## config.mk

```make
export PLATFORM = sky130hd
export DESIGN_NAME = double_ended_queue
export DESIGN_NICKNAME = d
export VERILOG_FILES = /design/src/dq_pkg.sv /design/src/double_ended_queue.sv
export SDC_FILE = /design/constraint.sdc
export NUM_CORES = 1
export LEC_CHECK = 0
export BUFFER_PORTS_ARGS = -buffer_cell sky130_fd_sc_hd__clkbuf_2
export CORE_UTILIZATION = 50
export DETAILED_ROUTE_END_ITERATION = 8
export PLACE_DENSITY = 0.74
export RECOVER_POWER = 100
export SLEW_MARGIN = 0
export SYNTH_ARGS = -nofsm -noshare
export SYNTH_HDL_FRONTEND = slang
export SYNTH_SLANG_ARGS = --single-unit
```

## constraint.sdc

```tcl
create_clock -name clk -period 11.22 [get_ports clk]
set_input_delay 0.561 -clock clk [delete_from_list [all_inputs] [get_ports clk]]
set_output_delay 0.561 -clock clk [all_outputs]
set_load 0.01 [all_outputs]
```

## src/dq_pkg.sv

```systemverilog
// ---------------------------------------------------------------------------
// dq_pkg
// request kinds, status codes and default sizes of the double-ended queue
// ---------------------------------------------------------------------------
package dq_pkg;

  localparam int DQ_DEPTH_DEF      = 16;
  localparam int DQ_DATA_WIDTH_DEF = 32;

  localparam int KIND_W   = 3;
  localparam int STATUS_W = 2;

  typedef enum logic [KIND_W-1:0] {
    KIND_PUSH_FRONT = 3'd0,
    KIND_PUSH_BACK  = 3'd1,
    KIND_POP_FRONT  = 3'd2,
    KIND_POP_BACK   = 3'd3,
    KIND_PEEK_FRONT = 3'd4,
    KIND_PEEK_BACK  = 3'd5
  } kind_t;

  typedef enum logic [STATUS_W-1:0] {
    ST_OK    = 2'd0,
    ST_EMPTY = 2'd1,
    ST_FULL  = 2'd2
  } status_t;

endpackage

```

## src/double_ended_queue.sv

```systemverilog
// path: an accepted request moves through the pending stage to the output register
// throughput: one request per cycle while the result side takes them; the entry
//   memory reads or writes one slot per request on its single port
// reset: rst_n low clears pointers, count and both valid flags; the entry memory
//   is not cleared, and only slots that were written are ever read
// ---------------------------------------------------------------------------
// double_ended_queue
// bounded deque on a circular buffer in a one-port synchronous memory
// ---------------------------------------------------------------------------
module double_ended_queue
  import dq_pkg::*;
#(
  parameter int DEPTH      = DQ_DEPTH_DEF,
  parameter int DATA_WIDTH = DQ_DATA_WIDTH_DEF,
  localparam int CW        = $clog2(DEPTH + 1),
  localparam int IN_W      = ((KIND_W + DATA_WIDTH + 7) / 8) * 8,
  localparam int OUT_W     = ((STATUS_W + DATA_WIDTH + CW + 7) / 8) * 8
) (
  input  logic             clk,
  input  logic             rst_n,
  // request channel
  input  logic             in_tvalid,
  output logic             in_tready,
  input  logic [IN_W-1:0]  in_tdata,   // kind, value, zero pad
  // result channel
  output logic             out_tvalid,
  input  logic             out_tready,
  output logic [OUT_W-1:0] out_tdata   // status, data_out, count, zero pad
);

  localparam int AW     = $clog2(DEPTH);
  localparam int OUT_FW = STATUS_W + DATA_WIDTH + CW;

  // request fields
  kind_t                 req_kind;
  logic [DATA_WIDTH-1:0] req_value;

  assign req_kind  = kind_t'(in_tdata[KIND_W-1:0]);
  assign req_value = in_tdata[KIND_W +: DATA_WIDTH];

  // pointer and count state
  logic [AW-1:0] head_r, head_nxt;
  logic [AW-1:0] tail_r, tail_nxt;
  logic [CW-1:0] cnt_r, cnt_nxt;

  // neighbor slots with wrap at DEPTH, which need not be a power of two
  logic [AW-1:0] head_prev, head_next, tail_prev, tail_next;

  assign head_prev = (head_r == '0) ? AW'(DEPTH - 1) : head_r - 1'b1;
  assign head_next = (head_r == AW'(DEPTH - 1)) ? '0 : head_r + 1'b1;
  assign tail_prev = (tail_r == '0) ? AW'(DEPTH - 1) : tail_r - 1'b1;
  assign tail_next = (tail_r == AW'(DEPTH - 1)) ? '0 : tail_r + 1'b1;

  logic accept;
  assign accept = in_tvalid & in_tready;

  // request decode: memory access, status and next pointers
  logic          wr_en, rd_en;
  logic [AW-1:0] wr_addr, rd_addr;
  status_t       req_status;

  always_comb begin
    wr_en      = 1'b0;
    rd_en      = 1'b0;
    wr_addr    = tail_r;
    rd_addr    = head_r;
    req_status = ST_OK;
    head_nxt   = head_r;
    tail_nxt   = tail_r;
    cnt_nxt    = cnt_r;
    unique case (req_kind) inside
      KIND_PUSH_FRONT, KIND_PUSH_BACK: begin
        if (cnt_r == CW'(DEPTH)) begin
          req_status = ST_FULL;
        end else begin
          wr_en   = 1'b1;
          cnt_nxt = cnt_r + 1'b1;
          if (req_kind == KIND_PUSH_FRONT) begin
            wr_addr  = head_prev;
            head_nxt = head_prev;
          end else begin
            wr_addr  = tail_r;
            tail_nxt = tail_next;
          end
        end
      end
      KIND_POP_FRONT, KIND_POP_BACK, KIND_PEEK_FRONT, KIND_PEEK_BACK: begin
        if (cnt_r == '0) begin
          req_status = ST_EMPTY;
        end else begin
          rd_en = 1'b1;
          // back end reads the slot just before the tail
          if (req_kind == KIND_POP_BACK || req_kind == KIND_PEEK_BACK) begin
            rd_addr = tail_prev;
          end else begin
            rd_addr = head_r;
          end
          if (req_kind == KIND_POP_FRONT) begin
            head_nxt = head_next;
            cnt_nxt  = cnt_r - 1'b1;
          end else if (req_kind == KIND_POP_BACK) begin
            tail_nxt = tail_prev;
            cnt_nxt  = cnt_r - 1'b1;
          end
        end
      end
      default: begin
        // unknown kind: state unchanged, ok status, zero data
      end
    endcase
  end

  always_ff @(posedge clk) begin
    if (!rst_n) begin
      head_r <= '0;
      tail_r <= '0;
      cnt_r  <= '0;
    end else if (accept) begin
      head_r <= head_nxt;
      tail_r <= tail_nxt;
      cnt_r  <= cnt_nxt;
    end
  end

  // entry memory, one access per request, registered read data.
  // a write is visible to the read of any later request, so no forwarding is needed
  logic [DATA_WIDTH-1:0] mem [DEPTH];
  logic [DATA_WIDTH-1:0] mem_q;

  always_ff @(posedge clk) begin
    if (accept && wr_en) begin
      mem[wr_addr] <= req_value;
    end
    if (accept && rd_en) begin
      mem_q <= mem[rd_addr];
    end
  end

  // pending stage: holds status and count while the memory read data is registered
  logic          pend_r, pend_nxt;
  status_t       pend_st_r;
  logic          pend_rd_r;
  logic [CW-1:0] pend_cnt_r;
  logic          pend_move;

  // output register
  logic                  out_valid_r, out_valid_nxt;
  status_t               out_st_r;
  logic [DATA_WIDTH-1:0] out_data_r;
  logic [CW-1:0]         out_cnt_r;

  assign pend_move = pend_r & (~out_valid_r | out_tready);
  assign in_tready = ~pend_r | pend_move;

  always_comb begin
    pend_nxt = pend_r;
    if (accept) begin
      pend_nxt = 1'b1;
    end else if (pend_move) begin
      pend_nxt = 1'b0;
    end
  end

  always_comb begin
    out_valid_nxt = out_valid_r;
    if (pend_move) begin
      out_valid_nxt = 1'b1;
    end else if (out_tready) begin
      out_valid_nxt = 1'b0;
    end
  end

  always_ff @(posedge clk) begin
    if (!rst_n) begin
      pend_r      <= 1'b0;
      out_valid_r <= 1'b0;
    end else begin
      pend_r      <= pend_nxt;
      out_valid_r <= out_valid_nxt;
    end
  end

  always_ff @(posedge clk) begin
    if (accept) begin
      pend_st_r  <= req_status;
      pend_rd_r  <= rd_en;
      pend_cnt_r <= cnt_nxt;
    end
    if (pend_move) begin
      out_st_r   <= pend_st_r;
      out_data_r <= pend_rd_r ? mem_q : '0;
      out_cnt_r  <= pend_cnt_r;
    end
  end

  assign out_tvalid = out_valid_r;

  always_comb begin
    out_tdata             = '0;
    out_tdata[OUT_FW-1:0] = {out_cnt_r, out_data_r, out_st_r};
  end

endmodule

```

## Yosys cells after proc, flatten, opt, wreduce, memory -nomap -nowiden

Memory sizes are Yosys's and may differ from the RTL's. A register that Yosys moved wholly into a read port is not among the register bits.
Index checks and enable logic that the tools add are counted.

| word-level totals | value |
|---|---|
| bits in registers | 62 |
| memories kept | 1 |
| bits in latches | 0 |
| input bits | 44 |
| ROM bits | 0 |
| output and inout bits | 42 |
| RAM bits | 512 |
| logic and storage cells | 92 |

Memory list:

| name | depth | width | rd ports | clocked after memory_dff | write ports | RTL line | text |
|---|---|---|---|---|---|---|---|
| mem | 16 | 32 | 1 | 1 | 1 | double_ended_queue.sv:127 | `logic [DATA_WIDTH-1:0] mem [DEPTH];` |

| operators by class | value |
|---|---|
| multiplexer cells | 39 |
| multipliers | 0 |
| $lt $le $gt $ge | 0 |
| reduce and logical (&&, ||, !) cells | 14 |
| shift operators | 0 |
| equal/unequal tests | 15 |
| $add $sub $neg | 6 |
| divide/modulo/power cells | 0 |
| bitwise logic cells | 6 |

Operators with widths:

| cell | number |
|---|---|
| $mux 4 | 19 |
| $mux 5 | 4 |
| $pmux 4 s2 | 2 |
| $ne 2x2->1 const B | 7 |
| $mux 1 | 11 |
| $pmux 5 s2 | 1 |
| $add 4x1->4 const B | 2 |
| $eq 4x4->1 const B | 2 |
| $logic_not 4->1 | 2 |
| $sub 4x1->4 const B | 2 |
| $reduce_and 7->1 | 1 |
| $eq 3x2->1 const B | 2 |
| $eq 3x3->1 const B | 2 |
| $reduce_and 6->1 | 1 |
| $reduce_bool 2->1 | 3 |
| $add 5x1->5 const B | 1 |
| $eq 5x5->1 const B | 1 |
| $logic_not 5->1 | 1 |
| $sub 5x1->5 const B | 1 |
| $pmux 2 s2 | 1 |
| $reduce_or 4->1 | 1 |
| $eq 3x1->1 const B | 1 |
| $logic_not 3->1 | 1 |
| $and 1x1->1 | 2 |
| 6 further kinds | 9 |

## Logic depth before layout (Yosys ltp)

| logic depth | value |
|---|---|
| word-level depth | 8 |
| gate-level depth with buffers | 13 |
| depth with buffers taken out | 9 |

## Worst setup path before layout

Ideal clock, no wire load.

| path | value |
|---|---|
| kind | register to register |
| start point | reg head_r[1] |
| end point | mem mem[13][0] (netlist bit), enable pin |
| setup time | 0.461 ns |
| data arrival time | 4.577 ns |
| setup slack | 6.182 ns |
| cell stages (with the launch flop) | 11 |
| cell sequence | dfxtp_1 > clkbuf_1 > inv_1 > clkbuf_1 > buf_1 > ha_1 > o21ba_2 > o31ai_1 > mux2_2 > nand2_1 > nor3_1 |

| on the way | value |
|---|---|
| cells in the longest elaborated chain, start to end | 5 |
| elaborated cells between the ends (all ways) | 6 |
| classes of those cells | 1 x add/sub; 4 x mux; 1 x reduce/logical |

Ends and longest elaborated chain:

| item | RTL line | text |
|---|---|---|
| start: declaration | double_ended_queue.sv:42 | `logic [AW-1:0] head_r, head_nxt;` |
| start signal: assignment | double_ended_queue.sv:119 | `head_r <= head_nxt;` |
| $sub 4x1->4 / $logic_not 4->1 (equally long branches) | double_ended_queue.sv:49 | `assign head_prev = (head_r == '0) ? AW'(DEPTH - 1) : head_r - 1'b1;` |
| $mux 4 * | double_ended_queue.sv:49 |  |
| $mux 4 * | double_ended_queue.sv:78 | `if (req_kind == KIND_PUSH_FRONT) begin` |
| $mux 4 * | double_ended_queue.sv:73 | `if (cnt_r == CW'(DEPTH)) begin` |
| $mux 4 * | double_ended_queue.sv:71 | `unique case (req_kind) inside` |
| end: declaration | double_ended_queue.sv:127 |  |

Mark *: on every way between the ends. The rest lies on a longest branch, timed or not.

## Final worst setup path

| path | value |
|---|---|
| start point | in in_tdata[1] |
| end point | reg mem_q[22] (read register of mem), data pin |

| on the way | value |
|---|---|
| cells in the longest elaborated chain, start to end | 5 |
| elaborated cells between the ends (all ways) | 11 |
| classes of those cells | 4 x eq/ne; 4 x mux; 3 x reduce/logical |

Ends and longest elaborated chain:

| item | RTL line | text |
|---|---|---|
| start: declaration | double_ended_queue.sv:24 | `input logic [IN_W-1:0] in_tdata,` |
| $eq 3x2->1 / $eq 3x3->1 (equally long branches) | double_ended_queue.sv:93 | `if (req_kind == KIND_POP_BACK \|\| req_kind == KIND_PEEK_BACK) begin` |
| $logic_or 1x1->1 | double_ended_queue.sv:93 |  |
| $mux 4 | double_ended_queue.sv:93 |  |
| $mux 4 | double_ended_queue.sv:88 | `if (cnt_r == '0) begin` |
| $mux 4 | double_ended_queue.sv:71 |  |
| end: declaration | double_ended_queue.sv:128 | `logic [DATA_WIDTH-1:0] mem_q;` |

Several ways; a longest one is shown, not always the timed one.
A chain may end at the register's enable or synchronous reset.

==> load_flow_metrics.sql <==
INSERT INTO impl_metrics (metric_group, metric, value, unit) VALUES
('outcome', 'outcome', 'complete, but fails checks', ''),
('outcome', 'violations_in_the_final_reports', 'capacitance limit, slew limit', ''),
('synth', 'postSynthRegisterBits', '606', ''),
('hold_path', 'hold_start', 'rst_n', ''),
('clock_tree', 'cts.repair.resized', '0', ''),
('synth', 'postSynthNetCount', '1900', ''),
('grt', 'pin_count_of_the_biggest_net_entering_global_routing', '82', ''),
('timing', 'rsz0062_at_grt', 'false', ''),
('grt', 'antenna_violations_before_repair', '1', ''),
('flow_run', 'max-cap-violations', '24', ''),
('worst_setup_path', 'crit-reg2reg-capture', 'mem_q[22]', ''),
('synth', 'post_synth_num_cell_types', '72', ''),
('clock_tree', 'clock-sinks', '606', ''),
('timing', 'slew_headroom', '-126', '%'),
('synth', 'area_fraction_in_compound_gates_after_synthesis', '11.2', '%'),
('hold_path', 'worst_hold_path_type', 'in -> reg', ''),
('timing', 'slew_viol_final', '638', ''),
('pwr', 'power.switching', '1.21', 'mW'),
('clock_tree', 'cts_buffers', '66', ''),
('worst_setup_path', 'reg2regPathDepth', '10', ''),
('clock_tree', 'cts-root-buf', 'clkbuf_16', ''),
('grt', 'grt_remaining_overflow', '0', ''),
('cells_and_area', 'layout_common_cells', 'edfxtp_1 (591), mux2i_1 (162), clkbuf_1 (105)', ''),
('pwr', 'power.share.combinational', '9.5', '%'),
('synth', 'synthCells', '1848', ''),
('clock_tree', 'cts.clk_slew.worst_paths', '0.06', 'ns'),
('pwr', 'static-leakage-power', '9.43', 'nW'),
('detailed_routing', 'drt-wirelength-per-cell', '25.7', 'um'),
('synth', 'synthesis.yosys.warnings', '0', ''),
('detailed_routing', 'drtIter0Drc', '2026', ''),
('worst_setup_path', 'setup.worst_path.end_class', 'register', ''),
('synth', 'post_synth_instance_area', '0.0264', 'mm^2'),
('detailed_routing', 'via_count', '17400', ''),
('synth', 'edff_count_synth', '591', ''),
('cells_and_area', 'mostFrequentLayoutCell', 'edfxtp_1', ''),
('grt', 'grt_first_pass_wirelength', '102', 'mm'),
('detailed_routing', 'postRouteAntennaNets', '0', ''),
('detailed_routing', 'firstDrtPassIters', '5', ''),
('cells_and_area', 'finalCoreUtilization', '56.7', '%'),
('floorplan', 'design.die.area', '0.0538', 'mm^2'),
('placed_design', 'dpl.cell_count', '2495', ''),
('worst_setup_path', 'startpoint_type', 'input port', ''),
('clock_tree', 'cts_h_tree_depth', '3', ''),
('synth', 'postSynthAreaPerCell', '14.3', 'um^2'),
('pwr', 'power_per_cell_area', '175', 'mW/mm^2'),
('floorplan', 'die-height', '232', 'um'),
('worst_setup_path', 'critPathLaunch', 'in_tdata[1]', ''),
('worst_setup_path', 'worst-r2r-setup-slack', '3.34', 'ns'),
('detailed_routing', 'wirelength', '67.2', 'mm'),
('synth', 'commonest_register_cell_after_synthesis', 'edfxtp_1', ''),
('placed_design', 'gp_routability_congestion', '0.811', ''),
('pwr', 'seq_power_share', '49.8', '%'),
('cells_and_area', 'area_growth_from_synthesis_to_layout', '11.0', '%'),
('timing', 'final_min_period_over_clock_period', '71.4', '%'),
('pwr', 'swShare', '23.6', '%'),
('detailed_routing', 'post_drt_via_cell_ratio', '6.65', ''),
('grt', 'grt_usage', '25.1', '%'),
('cells_and_area', 'post_route_cells_drive_above_1_share', '7.98', '%'),
('worst_setup_path', 'regToRegStartpoint', 'cnt_r[0]', ''),
('worst_setup_path', 'timing.critical_path.to', 'mem_q[22]', ''),
('clock_tree', 'hold_buffers', '0', ''),
('placed_design', 'hpwl', '34.8', 'mm'),
('hold_path', 'hold_path_depth', '2', ''),
('timing', 'tns', '0', 'ns'),
('timing', 'finalClockSkew', '0.0178', 'ns'),
('cells_and_area', 'final-instance-count-excl-fill', '2612', ''),
('worst_setup_path', 'cp_data_arrival_time', '8.33', 'ns'),
('pwr', 'power.share.clock', '40.8', '%'),
('floorplan', 'fp.dieW', '232', 'um'),
('cells_and_area', 'finalNetCount', '1935', ''),
('floorplan', 'initial_utilization', '51.1', '%');
==> area by class of cell <==
class / count / area (um^2)
tap: 680 / 851
fill: 4007 / 22400
sequential: 606 / 18100
clock buffer: 74 / 1710
inverter: 19 / 72.6
antenna: 1 / 2.50
timing repair buffer: 125 / 554
multi-input combinational: 1065 / 7700
clock inverter: 42 / 369
==> critical path, cell delays in order <==
cell and delay, ns:
clkbuf_1 0.45, inv_1 0.10, ha_1 0.57, and2_0 0.35, nand3_4 0.51, clkbuf_1 2.45
a211oi_1 0.19, a41oi_1 1.90, buf_4 0.56, o22ai_1 0.15, or4_1 0.48
==> cell families (layout without fill, tap and decap cells) <==
| logic type | Yosys count | count (layout) |
|---|---|---|
| XOR/XNOR | 8 | 8 |
| flip-flops | 606 | 606 |
| multiplexers | 166 | 166 |
| AO/OA/AOI/OAI | 381 | 381 |
| buffers and inverters | 177 | 260 |
| other | 1 | 2 |
| AND/OR/NAND/NOR | 501 | 501 |
| adder cells (fa/ha/maj) | 8 | 8 |
==> worst min-delay path by stage <==
stage | endpoint | slack [ns]
after floorplan | out_cnt_r[0] | 0.40
after global placement | out_st_r[1] | 0.40
after detailed placement | out_cnt_r[0] | 0.41
final | cnt_r[1] | 0.22
after CTS | cnt_r[1] | 0.20
after global routing | cnt_r[1] | 0.22
==> synth_stat cells, drive strengths merged, types with 3 or more instances <==
library cell,n,share of area [%]
a211o,35,1.2
edfxtp,591,67
and2,34,0.81
nor2,90,1.3
a211oi,36,1.0
and3,38,0.90
o31ai,6,0.17
xor2,4,0.20
clkbuf,99,1.4
a221oi,64,2.1
xnor2,4,0.13
buf,59,1.4
a31oi,4,0.15
a21oi,27,0.53
nand3,7,0.18
nor2b,36,0.85
dfxtp,15,1.1
or3b,3,0.11
o211ai,4,0.11
inv,18,0.26
nand2b,5,0.12
o21ai,20,0.39
nor4,95,2.3
or4,33,0.94
o22ai,65,1.5
a2111oi,96,3.2
nand2,64,0.91
mux2i,165,6.3
a21o,3,0.085
o21a,4,0.11
nor3,84,1.6
ha,8,0.38
==> stage by stage <==
step	worst slack (ns)	hold slack [ns]
6_report	3.21	0.218
5_1_grt	2.95	0.216
3_3_place_gp	5.80	0.401
3_5_place_dp	5.77	0.407
4_1_cts	5.84	0.204
2_1_floorplan	6.18	0.400
==> sequential cells by signal, summed over array words and instances (netlist names) <==
register and flops:
pend_rd_r 1, out_tvalid 1, mem 512, pend_r 1, pend_st_r 2, mem_q 32
tail_r 4, cnt_r 5, head_r 4, out_st_r 2, out_cnt_r 5, out_data_r 32
pend_cnt_r 5
==> layer usage <==
layer	GRT usage, %	up-vias	routed length, um
met4	10.4	2	2730
met2	39.8	946	31500
met1	33.6	8631	26400
met3	5.42	199	6570
met5	0	-	8
li1	-	7597	-
==> power groups by stage <==
| stage | registers, mW | clock network (mW) | logic, mW |
|---|---|---|---|
| 5_1_grt | 2.55 | 2.20 | 0.521 |
| 3_3_place_gp | 2.59 | 0 | 0.475 |
| 4_1_cts | 2.55 | 2.11 | 0.488 |
| 3_5_place_dp | 2.60 | 0 | 0.485 |
| 6_report | 2.55 | 2.09 | 0.485 |
| 2_1_floorplan | 2.59 | 0 | 0.326 |
Note: power is estimated with default switching activity, not from simulation.
